File: config.mk
export PLATFORM = sky130hd
export DESIGN_NAME = peer_poll_scheduler_flat
export DESIGN_NICKNAME = d
export VERILOG_FILES = /design/src/hdl/pps_pkg.sv /design/src/hdl/pps_if.sv /design/src/hdl/pps_scan.sv /design/src/hdl/peer_poll_scheduler.sv /design/src/flat_wrapper.sv
export VERILOG_INCLUDE_DIRS = /design/src /design/src/hdl
export SDC_FILE = /design/constraint.sdc
export NUM_CORES = 1
export LEC_CHECK = 0
export BUFFER_PORTS_ARGS = -buffer_cell sky130_fd_sc_hd__buf_2
export CAP_MARGIN = 15
export CORE_ASPECT_RATIO = 0.8
export CORE_MARGIN = 2
export CORE_UTILIZATION = 35
export DETAILED_ROUTE_END_ITERATION = 8
export PLACE_DENSITY = 0.57
export SETUP_SLACK_MARGIN = 0.02
export SYNTH_ARGS = -nofsm -noshare
export SYNTH_HDL_FRONTEND = slang
export SYNTH_SLANG_ARGS = --single-unit
File: constraint.sdc
create_clock -name clock -period 5.5 [get_ports clock]
set_input_delay 0.275 -clock clock [delete_from_list [all_inputs] [get_ports clock]]
set_output_delay 0.275 -clock clock [all_outputs]
set_load 0.01 [all_outputs]
File: src/hdl/peer_poll_scheduler_macros.svh
// assertion helpers for the poll scheduler, sampled on clock, off during reset
`ifndef PEER_POLL_SCHEDULER_MACROS_SVH
`define PEER_POLL_SCHEDULER_MACROS_SVH

// same-cycle implication
`define PPS_ASSERT_NOW(label, ante, cons, msg) \
   label: assert property (@(posedge clock) disable iff (reset) (ante) |-> (cons)) \
      else $error(msg);

// next-cycle implication
`define PPS_ASSERT_NEXT(label, ante, cons, msg) \
   label: assert property (@(posedge clock) disable iff (reset) (ante) |=> (cons)) \
      else $error(msg);

`endif

File: src/hdl/pps_pkg.sv
`timescale 1ns / 1ps

package pps_pkg;

   localparam int MASK_W = 8;
   localparam int IDX_W = 4;
   localparam int CNT_W = 8;
   localparam int INTERVAL_W = 16;
   localparam int CSR_DATA_W = 16;
   localparam int ERR_EVERY = 4;
   localparam int ERR_BITS = $clog2(ERR_EVERY);

   localparam logic [INTERVAL_W-1:0] INTERVAL_RESET = 16'd50;
   localparam logic [CNT_W-1:0] LEVEL_MAX = 8'd255;

   typedef enum logic {
      OP_TICK   = 1'b0,
      OP_ANSWER = 1'b1
   } op_type;

   typedef enum logic [1:0] {
      CSR_EXCHANGE_ENABLE = 2'd0,
      CSR_PEER_MASK       = 2'd1,
      CSR_POLL_INTERVAL   = 2'd2
   } csr_index_type;

   // outcome of one poll slot scan
   typedef struct packed {
      logic             hit;
      logic [IDX_W-1:0] idx;
      logic [IDX_W-1:0] next_step;
   } scan_result_type;

endpackage

File: src/hdl/pps_if.sv
`timescale 1ns / 1ps

interface pps_req_if;
   import pps_pkg::*;
   logic         valid;
   logic         ready;
   op_type       op;
   logic [3:0]   answer_peer;
   modport source (output valid, output op, output answer_peer, input ready);
   modport sink (input valid, input op, input answer_peer, output ready);
endinterface

interface pps_rsp_if;
   import pps_pkg::*;
   logic             valid;
   logic             ready;
   logic             poll_issued;
   logic [3:0]       poll_peer;
   logic [CNT_W-1:0] peer_poll_count;
   logic [CNT_W-1:0] peer_error_level;
   modport source (output valid, output poll_issued, output poll_peer,
                   output peer_poll_count, output peer_error_level, input ready);
   modport sink (input valid, input poll_issued, input poll_peer,
                 input peer_poll_count, input peer_error_level, output ready);
endinterface

interface pps_csr_if;
   import pps_pkg::*;
   logic                  valid;
   logic                  ready;
   logic [1:0]            index;
   logic [CSR_DATA_W-1:0] data;
   modport source (output valid, output index, output data, input ready);
   modport sink (input valid, input index, input data, output ready);
endinterface

File: src/hdl/pps_scan.sv
`timescale 1ns / 1ps

module pps_scan #(
   parameter int PEERS = 8
) (
   input  logic [pps_pkg::MASK_W-1:0]   peer_mask,
   input  logic [$clog2(PEERS)-1:0]     step,
   output pps_pkg::scan_result_type     result
);
   import pps_pkg::*;

   logic [2*MASK_W-1:0] mask_wide;
   logic [PEERS-1:0]    peer_on;
   logic                found;
   logic [IDX_W-1:0]    idx;
   logic [IDX_W-1:0]    idx_plus;

   // peers past the mask width never take part
   assign mask_wide = {{MASK_W{1'b0}}, peer_mask};
   assign peer_on = mask_wide[PEERS-1:0];

   // lowest enabled peer at or above the current step
   always_comb begin
      found = 1'b0;
      idx = '0;
      for (int i = 0; i < PEERS; i++) begin
         if (!found && peer_on[i] && (i >= int'(step))) begin
            found = 1'b1;
            idx = IDX_W'(i);
         end
      end
   end

   assign idx_plus = idx + IDX_W'(1);

   always_comb begin
      if (found) begin
         result.hit = 1'b1;
         result.idx = idx;
         result.next_step = (idx_plus == IDX_W'(PEERS)) ? '0 : idx_plus;
      end else begin
         // wrapped once to the first peer
         result.hit = peer_on[0];
         result.idx = '0;
         result.next_step = IDX_W'(1);
      end
   end

endmodule

File: src/hdl/peer_poll_scheduler.sv
`timescale 1ns / 1ps
// channel   direction  contents
// req_ch    in         op, answer_peer
// rsp_ch    out        poll_issued, poll_peer, peer_poll_count, peer_error_level
// csr_ch    in         index, data (register writes, always ready)
//
// one request per cycle sustained while the response register drains; a request
// passes the input register, then the response register; the single update stage
// reads and writes the per-peer counters.
// reset clears the counters, the tick count, the scan step and the valid flags, and loads the config defaults.
// a stalled response holds its register; the input stage keeps taking
// requests as long as the response register drains.

module peer_poll_scheduler #(
   parameter int PEERS = 8
) (
   input  logic      clock,
   input  logic      reset,
   pps_req_if.sink   req_ch,
   pps_rsp_if.source rsp_ch,
   pps_csr_if.sink   csr_ch
);
   import pps_pkg::*;

   localparam int IW = $clog2(PEERS);

   // configuration
   logic                  exch_en_ff;
   logic [MASK_W-1:0]     peer_mask_ff;
   logic [INTERVAL_W-1:0] interval_ff;

   // state
   logic [INTERVAL_W-1:0] tick_ff, tick_in;
   logic [IW-1:0]         step_ff, step_in;
   logic [CNT_W-1:0]      count_ff [PEERS];
   logic [CNT_W-1:0]      level_ff [PEERS];

   // input stage
   logic       s1_valid_ff;
   op_type     s1_op_ff;
   logic [3:0] s1_peer_ff;

   // response stage
   logic             rsp_valid_ff;
   logic             rsp_issued_ff, rsp_issued_in;
   logic [3:0]       rsp_peer_ff, rsp_peer_in;
   logic [CNT_W-1:0] rsp_count_ff, rsp_count_in;
   logic [CNT_W-1:0] rsp_level_ff, rsp_level_in;

   logic             s1_fire;
   logic             slot;
   logic             do_poll;
   logic             answer_ok;
   logic [IW-1:0]    poll_idx;
   logic [IW-1:0]    answer_idx;
   logic [3:0]       answer_minus;
   logic [CNT_W-1:0] count_new;
   logic [CNT_W-1:0] level_new;
   logic [INTERVAL_W-1:0] tick_plus;
   scan_result_type  scan;
   logic             rsp_peer_ok;
   logic             rsp_blank;

   pps_scan #(.PEERS(PEERS)) u_scan (
      .peer_mask (peer_mask_ff),
      .step      (step_ff),
      .result    (scan)
   );

   assign s1_fire = s1_valid_ff && (!rsp_valid_ff || rsp_ch.ready);
   assign req_ch.ready = !s1_valid_ff || s1_fire;
   assign csr_ch.ready = 1'b1;

   assign tick_plus = tick_ff + INTERVAL_W'(1);
   assign slot = (s1_op_ff == OP_TICK) && exch_en_ff && (tick_plus >= interval_ff);
   assign do_poll = slot && scan.hit;
   assign poll_idx = scan.idx[IW-1:0];

   assign answer_minus = s1_peer_ff - 4'd1;
   assign answer_idx = answer_minus[IW-1:0];
   assign answer_ok = (s1_op_ff == OP_ANSWER) && (s1_peer_ff != 4'd0)
                      && ({1'b0, s1_peer_ff} <= 5'(PEERS));

   assign count_new = count_ff[poll_idx] + CNT_W'(1);
   assign level_new = ((count_new[ERR_BITS-1:0] == '0) && (level_ff[poll_idx] != LEVEL_MAX))
                      ? level_ff[poll_idx] + CNT_W'(1) : level_ff[poll_idx];

   always_comb begin
      tick_in = tick_ff;
      step_in = step_ff;
      if ((s1_op_ff == OP_TICK) && exch_en_ff) begin
         tick_in = slot ? '0 : tick_plus;
         if (slot) begin
            step_in = scan.next_step[IW-1:0];
         end
      end
   end

   always_comb begin
      rsp_issued_in = do_poll;
      rsp_peer_in = do_poll ? scan.idx + 4'd1 : 4'd0;
      rsp_count_in = do_poll ? count_new : '0;
      rsp_level_in = do_poll ? level_new : '0;
   end

   always_ff @(posedge clock) begin
      if (reset) begin
         exch_en_ff <= 1'b0;
         peer_mask_ff <= '0;
         interval_ff <= INTERVAL_RESET;
      end else if (csr_ch.valid) begin
         case (csr_ch.index)
            CSR_EXCHANGE_ENABLE: exch_en_ff <= csr_ch.data[0];
            CSR_PEER_MASK:       peer_mask_ff <= csr_ch.data[MASK_W-1:0];
            CSR_POLL_INTERVAL:   interval_ff <= csr_ch.data[INTERVAL_W-1:0];
            default: ;
         endcase
      end
   end

   always_ff @(posedge clock) begin
      if (reset) begin
         tick_ff <= '0;
         step_ff <= '0;
         for (int i = 0; i < PEERS; i++) begin
            count_ff[i] <= '0;
            level_ff[i] <= '0;
         end
      end else if (s1_fire) begin
         tick_ff <= tick_in;
         step_ff <= step_in;
         if (do_poll) begin
            count_ff[poll_idx] <= count_new;
            level_ff[poll_idx] <= level_new;
         end
         if (answer_ok) begin
            count_ff[answer_idx] <= '0;
            level_ff[answer_idx] <= '0;
         end
      end
   end

   always_ff @(posedge clock) begin
      if (reset) begin
         s1_valid_ff <= 1'b0;
      end else if (req_ch.ready) begin
         s1_valid_ff <= req_ch.valid;
      end
   end

   always_ff @(posedge clock) begin
      if (req_ch.ready && req_ch.valid) begin
         s1_op_ff <= req_ch.op;
         s1_peer_ff <= req_ch.answer_peer;
      end
   end

   always_ff @(posedge clock) begin
      if (reset) begin
         rsp_valid_ff <= 1'b0;
      end else if (s1_fire) begin
         rsp_valid_ff <= 1'b1;
      end else if (rsp_ch.ready) begin
         rsp_valid_ff <= 1'b0;
      end
   end

   always_ff @(posedge clock) begin
      if (s1_fire) begin
         rsp_issued_ff <= rsp_issued_in;
         rsp_peer_ff <= rsp_peer_in;
         rsp_count_ff <= rsp_count_in;
         rsp_level_ff <= rsp_level_in;
      end
   end

   assign rsp_ch.valid = rsp_valid_ff;
   assign rsp_ch.poll_issued = rsp_issued_ff;
   assign rsp_ch.poll_peer = rsp_peer_ff;
   assign rsp_ch.peer_poll_count = rsp_count_ff;
   assign rsp_ch.peer_error_level = rsp_level_ff;

   assign rsp_peer_ok = (rsp_peer_ff != 4'd0) && ({1'b0, rsp_peer_ff} <= 5'(PEERS))
                        && (rsp_peer_ff <= 4'(MASK_W));
   assign rsp_blank = (rsp_peer_ff == 4'd0) && (rsp_count_ff == '0)
                      && (rsp_level_ff == '0);

`include "peer_poll_scheduler_macros.svh"

   // a poll always names a peer within the peer count and the mask width
   `PPS_ASSERT_NOW(a_poll_peer, rsp_valid_ff && rsp_issued_ff, rsp_peer_ok, "bad poll peer")

   // a response without a poll carries no counts
   `PPS_ASSERT_NOW(a_idle_blank, rsp_valid_ff && !rsp_issued_ff, rsp_blank, "stray payload")

   // scan state only moves when a request is processed
   `PPS_ASSERT_NEXT(a_step_hold, !s1_fire, $stable(step_ff), "scan step moved while idle")
   `PPS_ASSERT_NEXT(a_tick_hold, !s1_fire, $stable(tick_ff), "tick count moved while idle")

   // a processed request always leaves a response pending
   `PPS_ASSERT_NEXT(a_rsp_after_fire, s1_fire, rsp_valid_ff, "request left no response")

endmodule
File: src/flat_wrapper.sv
// flat-port wrapper written by rule: the top's interface ports become plain ports
module peer_poll_scheduler_flat import pps_pkg::*;
#(
   parameter int PEERS = 8
)
  (clock, reset, req_ch_valid, req_ch_op, req_ch_answer_peer, req_ch_ready, rsp_ch_valid, rsp_ch_poll_issued, rsp_ch_poll_peer, rsp_ch_peer_poll_count, rsp_ch_peer_error_level, rsp_ch_ready, csr_ch_valid, csr_ch_index, csr_ch_data, csr_ch_ready);
  pps_req_if req_ch_i ();
  pps_rsp_if rsp_ch_i ();
  pps_csr_if csr_ch_i ();
  input  logic clock;
  input  logic reset;
  input wire logic [$bits(req_ch_i.valid)-1:0] req_ch_valid;
  input wire logic [$bits(req_ch_i.op)-1:0] req_ch_op;
  input wire logic [$bits(req_ch_i.answer_peer)-1:0] req_ch_answer_peer;
  output wire logic [$bits(req_ch_i.ready)-1:0] req_ch_ready;
  output wire logic [$bits(rsp_ch_i.valid)-1:0] rsp_ch_valid;
  output wire logic [$bits(rsp_ch_i.poll_issued)-1:0] rsp_ch_poll_issued;
  output wire logic [$bits(rsp_ch_i.poll_peer)-1:0] rsp_ch_poll_peer;
  output wire logic [$bits(rsp_ch_i.peer_poll_count)-1:0] rsp_ch_peer_poll_count;
  output wire logic [$bits(rsp_ch_i.peer_error_level)-1:0] rsp_ch_peer_error_level;
  input wire logic [$bits(rsp_ch_i.ready)-1:0] rsp_ch_ready;
  input wire logic [$bits(csr_ch_i.valid)-1:0] csr_ch_valid;
  input wire logic [$bits(csr_ch_i.index)-1:0] csr_ch_index;
  input wire logic [$bits(csr_ch_i.data)-1:0] csr_ch_data;
  output wire logic [$bits(csr_ch_i.ready)-1:0] csr_ch_ready;
  assign req_ch_i.valid = req_ch_valid;
  assign req_ch_i.op = req_ch_op;
  assign req_ch_i.answer_peer = req_ch_answer_peer;
  assign req_ch_ready = req_ch_i.ready;
  assign rsp_ch_valid = rsp_ch_i.valid;
  assign rsp_ch_poll_issued = rsp_ch_i.poll_issued;
  assign rsp_ch_poll_peer = rsp_ch_i.poll_peer;
  assign rsp_ch_peer_poll_count = rsp_ch_i.peer_poll_count;
  assign rsp_ch_peer_error_level = rsp_ch_i.peer_error_level;
  assign rsp_ch_i.ready = rsp_ch_ready;
  assign csr_ch_i.valid = csr_ch_valid;
  assign csr_ch_i.index = csr_ch_index;
  assign csr_ch_i.data = csr_ch_data;
  assign csr_ch_ready = csr_ch_i.ready;
  peer_poll_scheduler #(.PEERS(PEERS)) u_core (.clock(clock), .reset(reset), .req_ch(req_ch_i), .rsp_ch(rsp_ch_i), .csr_ch(csr_ch_i));
endmodule
**After elaboration in Yosys (flattened, before gate mapping)**

Memory sizes are Yosys's and may differ from the RTL's.
Index checks and enable logic that the tools add are counted.

- Bits in registers: 72
- Latch bits: 0
- Memory bits (writable): 128
- ROM bits: 0
- Input port bits: 28
- Output and inout port bits: 24
- Memories: 2

Memories:

| memory | words | bits a word | rd ports | clocked after memory_dff | write ports | RTL line | RTL |
|---|---|---|---|---|---|---|---|
| u_core.count_ff | 8 | 8 | 1 | 0 | 8 | peer_poll_scheduler.sv:35 | `logic [CNT_W-1:0] count_ff [PEERS];` |
| u_core.level_ff | 8 | 8 | 1 | 0 | 8 | peer_poll_scheduler.sv:36 | `logic [CNT_W-1:0] level_ff [PEERS];` |

- $add $sub $neg: 6
- Multipliers: 0
- Div/mod/pow operators: 0
- Magnitude comparators: 9
- Equality and inequality tests: 4
- Shifts and indexed selects: 0
- Mux-type cells: 43
- Bitwise logic cells: 1
- Reduce and logical (&&, ||, !) cells: 46

Operators with widths:

| kind | count |
|---|---|
| 8-bit two-way mux | 5 |
| 8-bit OR reduction | 4 |
| 4-bit two-way mux | 7 |
| 1-bit two-way mux | 25 |
| 1-bit logical AND | 22 |
| 16-bit by 1-bit adder with 16-bit output, second input constant | 1 |
| 8-bit by 1-bit adder with 8-bit output, second input constant | 2 |
| 16-bit greater-or-equal comparator | 1 |
| 16-bit two-way mux | 1 |
| 3-bit two-way mux | 4 |
| 3-bit greater-or-equal comparator, first input constant | 3 |
| 1-bit zero test | 9 |
| 9-bit two-way mux | 1 |
| 4-bit by 1-bit adder with 4-bit output, second input constant | 2 |
| 8-bit inequality test, second input constant | 1 |
| 2-bit AND reduction | 4 |
| 1-bit by 3-bit greater-or-equal comparator with 1-bit output, first input constant | 2 |
| 2-bit by 3-bit greater-or-equal comparator with 1-bit output, first input constant | 2 |
| 4-bit == test, second input constant | 1 |
| 4-bit <= comparator, second input constant | 1 |
| 2-bit zero test | 2 |
| 4-bit nonzero test | 1 |
| 3-bit AND reduction | 1 |
| 3-bit by 1-bit subtractor with 3-bit output, second input constant | 1 |
| 5 further kinds | 6 |

**Logic depth before layout (Yosys ltp)**

- Depth after elaboration: 42
- Depth in mapped cells: 20
- Mapped depth without buffers: 17

**Hierarchy**

Synthesis repeated with hierarchy kept, for this count alone.

- Cell total of the unflattened synthesis: 903
- Area total of the unflattened synthesis: 10,249.8 µm²

By module, submodules not included:

| module | instances | cells each | area each (µm²) |
|---|---|---|---|
| peer_poll_scheduler | 1 | 864 | 9,978.3 |
| pps_scan | 1 | 39 | 271.5 |

**Worst setup path before layout**

Ideal clock, no wire load.

- Path kind: register -> register
- Start: register u_core.tick_ff[0]
- End: memory u_core.count_ff[0][0] (enable)
- Setup time: 0.375 ns
- Arrival time: 4.347 ns
- Required time: 5.125 ns
- Slack: 0.778 ns
- Cell stages (with the launch flop): 18
- Buffers on the path: 0
- Period minus slack after synthesis: 4.722 ns
- Cell sequence: dfxtp_1 > and3_1 > and3_1 > and3_1 > and3_1 > and3_1 > and3_1 > nand3_1 > xnor2_1 > ha_1 > nand4_1 > a211oi_1 > o2111ai_1 > a21oi_1 > o31ai_1 > o22ai_1 > nand2_1 > nand2b_1

RTL lines:

| item | RTL line | RTL |
|---|---|---|
| start, declared | peer_poll_scheduler.sv:33 | `logic [INTERVAL_W-1:0] tick_ff, tick_in;` |
| start signal, assigned | peer_poll_scheduler.sv:130 | `tick_ff <= tick_in;` |
| end, declared | peer_poll_scheduler.sv:35 |  |

==> impl_metrics.prom <==
# TYPE chip_impl_metric gauge
chip_impl_metric{name="cp_data_arrival_time",unit="ns"} 5.24
chip_impl_metric{name="post_synth.cell_area_avg",unit="um2"} 10.3
chip_impl_metric{name="synth-warning-count",unit=""} 0
chip_impl_info{name="status",value="finished clean"} 1
chip_impl_metric{name="synth_cell_types",unit=""} 78
chip_impl_metric{name="io-pin-count",unit=""} 52
chip_impl_metric{name="post_cts.repair.setup_buffers",unit=""} 0
chip_impl_metric{name="worstPathBufferInverterCount",unit=""} 2
chip_impl_info{name="crit_path_frequent_cell",value="and3_1"} 1
chip_impl_metric{name="number_of_synthesized_flops_with_an_enable_pin",unit=""} 154
chip_impl_metric{name="finalSetupViolations",unit=""} 0
chip_impl_metric{name="antenna-diode-count",unit=""} 0
chip_impl_metric{name="cellLeakagePower",unit="nW"} 4.39
chip_impl_metric{name="final_period_minus_worst_setup_slack",unit="ns"} 5.07
chip_impl_metric{name="postRouteWirelength",unit="um"} 28300
chip_impl_metric{name="vias_in_the_first_global_route",unit=""} 6827
chip_impl_metric{name="numPortBuffers",unit=""} 50
chip_impl_metric{name="mappedNetlistNets",unit=""} 1037
chip_impl_metric{name="layout.filler_cells",unit=""} 2768
chip_impl_metric{name="clock_insertion_delay_worst_skew",unit="ns"} 0.46
chip_impl_metric{name="core_region_area",unit="um2"} 28400
chip_impl_metric{name="routed-via-count",unit=""} 7639
chip_impl_metric{name="netlist_instances",unit=""} 988
chip_impl_metric{name="globalRoute.totalOverflow",unit=""} 0
chip_impl_metric{name="setup-tns-final",unit="ns"} 0
chip_impl_metric{name="path_max_fanout",unit=""} 10
chip_impl_metric{name="area_of_the_mapped_netlist",unit="um2"} 10100
chip_impl_metric{name="numCtsBuffers",unit=""} 17
chip_impl_metric{name="grt_start_max_net_pins",unit=""} 58
chip_impl_info{name="critical_path_class",value="register to register"} 1
chip_impl_metric{name="detail_route.iter0.violations",unit=""} 1017
chip_impl_metric{name="drtPass1Iterations",unit=""} 5
chip_impl_metric{name="routedWlPerCell",unit="um"} 20.0
chip_impl_metric{name="post_route_clock_period_utilization",unit="%"} 92.1
chip_impl_info{name="worst_setup_path_end_kind",value="register"} 1
chip_impl_metric{name="global_route_wire_length_before_repair",unit="um"} 43200
chip_impl_metric{name="cts.clk_slew.worst_paths",unit="ns"} 0.09
chip_impl_info{name="grt_setup_unrepaired",value="false"} 1
chip_impl_metric{name="intPower",unit="W"} 0.00249
chip_impl_metric{name="syn_to_final_growth",unit="%"} 13.7
chip_impl_metric{name="timing.final.ws_setup",unit="ns"} 0.432
chip_impl_metric{name="floorplan.initialDensity",unit="%"} 35.7
chip_impl_metric{name="crit_required",unit="ns"} 5.67
chip_impl_metric{name="synth.top_cell.area_share",unit="%"} 45.6
chip_impl_info{name="cp-start-kind",value="register"} 1
chip_impl_metric{name="vias_per_cell",unit=""} 5.38
chip_impl_metric{name="nets",unit=""} 1086
chip_impl_metric{name="globalRouteMet3Util",unit="%"} 5.49
chip_impl_metric{name="timing.max_cap.violations",unit=""} 0
chip_impl_metric{name="antenna_found_initial",unit=""} 0
chip_impl_metric{name="timing.max_slew.rel_slack",unit="%"} 32.2
chip_impl_metric{name="clock_power_share",unit="%"} 37.2
chip_impl_info{name="synth_top_cells_by_area",value="edfxtp_1, dfxtp_1, nor2_1"} 1
chip_impl_info{name="critical_path.cell_chain",value="and3_1 -> and3_1 -> and3_1 -> and3_1 -> and3_1 -> and3_1 -> nand3_1 -> xnor2_1 -> ha_1 -> nand4_1 -> a211oi_1 -> o2111ai_1 -> a21oi_1 -> o31ai_4 -> o22ai_1 -> buf_4 -> nand2_1 -> nand2b_1 -> buf_4"} 1
chip_impl_metric{name="tightestPinTransition",unit="ns"} 1.01
chip_impl_info{name="final_cell_mix",value="nor2_1, edfxtp_1, nand2_1"} 1
chip_impl_metric{name="cts_repair_resize_count",unit=""} 0
chip_impl_metric{name="postCtsHoldBufs",unit=""} 2
chip_impl_metric{name="comb_power_share",unit="%"} 15.6
chip_impl_metric{name="synthArstFlopShare",unit="%"} 0
chip_impl_metric{name="detail_route.drc_violations",unit=""} 0
chip_impl_info{name="cts_tree",value="yes"} 1
chip_impl_info{name="busiest_layer_in_global_routing",value="met1"} 1
chip_impl_metric{name="drv_slew",unit=""} 0
chip_impl_metric{name="post_dp_hpwl",unit="um"} 20300
chip_impl_metric{name="sequentialPowerShare",unit="%"} 47.2
chip_impl_metric{name="total_switching_power",unit="W"} 0.00113
chip_impl_metric{name="fp.dieW",unit="um"} 194
chip_impl_metric{name="synth_seq_area_share",unit="%"} 54.7
chip_impl_info{name="min_path_type",value="primary input to register"} 1
chip_impl_metric{name="sw_frac_of_total",unit="%"} 31.2
chip_impl_metric{name="cp_slowest_stage_delay",unit="ns"} 0.43
chip_impl_metric{name="cts_num_sinks",unit=""} 200
chip_impl_info{name="synth.largest_area_cell",value="edfxtp_1"} 1
chip_impl_metric{name="fmaxAchievable",unit="MHz"} 197
chip_impl_metric{name="grt_usage",unit="%"} 19.0
chip_impl_metric{name="hold_violations",unit=""} 0
chip_impl_metric{name="grt_use_met2",unit="%"} 24.0
chip_impl_metric{name="global_route.usage.met1",unit="%"} 30.9
chip_impl_metric{name="report.power.total",unit="W"} 0.00361
chip_impl_metric{name="ys_ff_latch",unit=""} 200
chip_impl_metric{name="cts.htree.levels",unit=""} 4
chip_impl_metric{name="place_worst_setup_slack",unit="ns"} 0.504
chip_impl_info{name="crit_path_top_delay_cell",value="a21oi_1"} 1
chip_impl_info{name="ys_dominant_reg_cell",value="edfxtp_1"} 1
chip_impl_metric{name="vdd_ir_drop_max",unit="uV"} 240
chip_impl_metric{name="number_of_buffers_between_clock_root_and_the_deepest_sink",unit=""} 2
chip_impl_metric{name="power.density",unit="nW/um2"} 313
chip_impl_info{name="cpLargestDelayFamily",value="simple AND/OR/NAND/NOR gates"} 1
chip_impl_metric{name="layout-drive-gt1-share",unit="%"} 13.5
chip_impl_metric{name="postRouteAntennaNets",unit=""} 0
chip_impl_info{name="root_buffer",value="clkbuf_16"} 1
chip_impl_metric{name="row_count",unit=""} 55
chip_impl_metric{name="placer_congestion_estimate",unit=""} 0.861
chip_impl_info{name="final_common_cell",value="nor2_1"} 1
chip_impl_metric{name="dieArea",unit="um2"} 30300
chip_impl_metric{name="clock_skew",unit="ns"} 0.0212
chip_impl_metric{name="fp.dieH",unit="um"} 156
chip_impl_metric{name="fin_hold_ws",unit="ns"} 0.0322
## metrics by stage
stage | cell area [um2] | utilization (%) | std cells
floorplan | 10100 | - | 988
global placement | 10800 | 38.2 | 1384
detailed placement | 10800 | 38.2 | 1385
CTS | 11500 | 40.5 | 1419
global route | 11500 | 40.6 | 1420
finish | 11500 | 40.6 | 1420
## cell type report
class,count,area (um2),area share (%)
Inverter,27,114,0.988
Clock inverter,15,214,1.86
Timing Repair Buffer,81,508,4.41
Multi-Input combinational cell,710,4250,36.9
Clock buffer,17,425,3.69
Sequential cell,200,5550,48.1
Tap cell,370,463,4.02
## metal layers
metal / routed length [um] / up-vias / part of all wire [%]
met5: 0 / - / 0
met4: 255 / 0 / 0.90
met3: 2920 / 26 / 10
met2: 10600 / 327 / 37
met1: 14600 / 3665 / 51
li1: - / 3621 / -
## cells in the mapped netlist, types with 3 or more instances
| master | count |
|---|---|
| a211o_1 | 6 |
| a211oi_1 | 8 |
| a21boi_0 | 3 |
| a21o_1 | 5 |
| a21oi_1 | 48 |
| a311oi_1 | 4 |
| a31oi_1 | 12 |
| and2_1 | 5 |
| and3_1 | 21 |
| buf_1 | 5 |
| buf_2 | 9 |
| buf_4 | 6 |
| clkbuf_1 | 30 |
| dfxtp_1 | 46 |
| edfxtp_1 | 154 |
| ha_1 | 21 |
| inv_1 | 25 |
| mux2_2 | 8 |
| mux2i_1 | 56 |
| nand2_1 | 126 |
| nand2b_1 | 15 |
| nand3_1 | 41 |
| nand3b_1 | 15 |
| nand4_1 | 6 |
| nor2_1 | 157 |
| nor2b_1 | 14 |
| nor3_1 | 24 |
| o21ai_0 | 28 |
| o21ai_1 | 4 |
| o21bai_1 | 3 |
| o32ai_1 | 4 |
| or2_2 | 3 |
| xnor2_1 | 7 |
| xor2_1 | 15 |
## flip-flops by register name (all words and copies together), names as in the netlist
name                            flops
u_core.s1_op_ff                     1
u_core.s1_valid_ff                  1
u_core.rsp_ch.valid                 1
u_core.rsp_ch.peer_error_level      8
u_core.level_ff                    64
u_core.tick_ff                     16
u_core.exch_en_ff                   1
u_core.step_ff                      3
u_core.rsp_ch.peer_poll_count       8
u_core.interval_ff                 16
u_core.s1_peer_ff                   4
u_core.rsp_ch.poll_peer             4
u_core.rsp_ch.poll_issued           1
u_core.count_ff                    64
u_core.peer_mask_ff                 8
## power by group through the flow
stage               registers, W  clock network, W  logic, W
finish                   0.00170           0.00134  0.000563
CTS                      0.00170           0.00136  0.000550
floorplan                0.00172                 0  0.000343
detailed placement       0.00174                 0  0.000545
global placement         0.00174                 0  0.000544
global route             0.00171           0.00142  0.000602
## path summary, 6_finish.rpt
kind | startpoint | slack, ns | to | cells after the start
worst max-delay path | u_core.tick_ff[0] | 0.43 | u_core.count_ff[0][1] | 19
worst min-delay path | req_ch_answer_peer[2] | 0.03 | u_core.s1_peer_ff[2] | 1
worst max register to register | u_core.tick_ff[0] | 0.43 | u_core.count_ff[0][1] | 19
worst min register to register | u_core.interval_ff[14] | 0.46 | u_core.interval_ff[14] | 2
## kinds of logic (layout without fill, tap and decap cells)
kind of cell | Yosys count | count (layout) | share of synthesized area, %
adder cells (fa/ha/maj) | 21 | 21 | 2.59
multiplexers | 64 | 64 | 6.42
buffers and inverters | 78 | 140 | 3.42
AND/OR/NAND/NOR | 445 | 445 | 20.6
flip-flops | 200 | 200 | 54.7
AO/OA/AOI/OAI | 155 | 155 | 9.95
other | 1 | 1 | 0.0370
XOR/XNOR | 24 | 24 | 2.22
(Power assumes the default switching activity.)
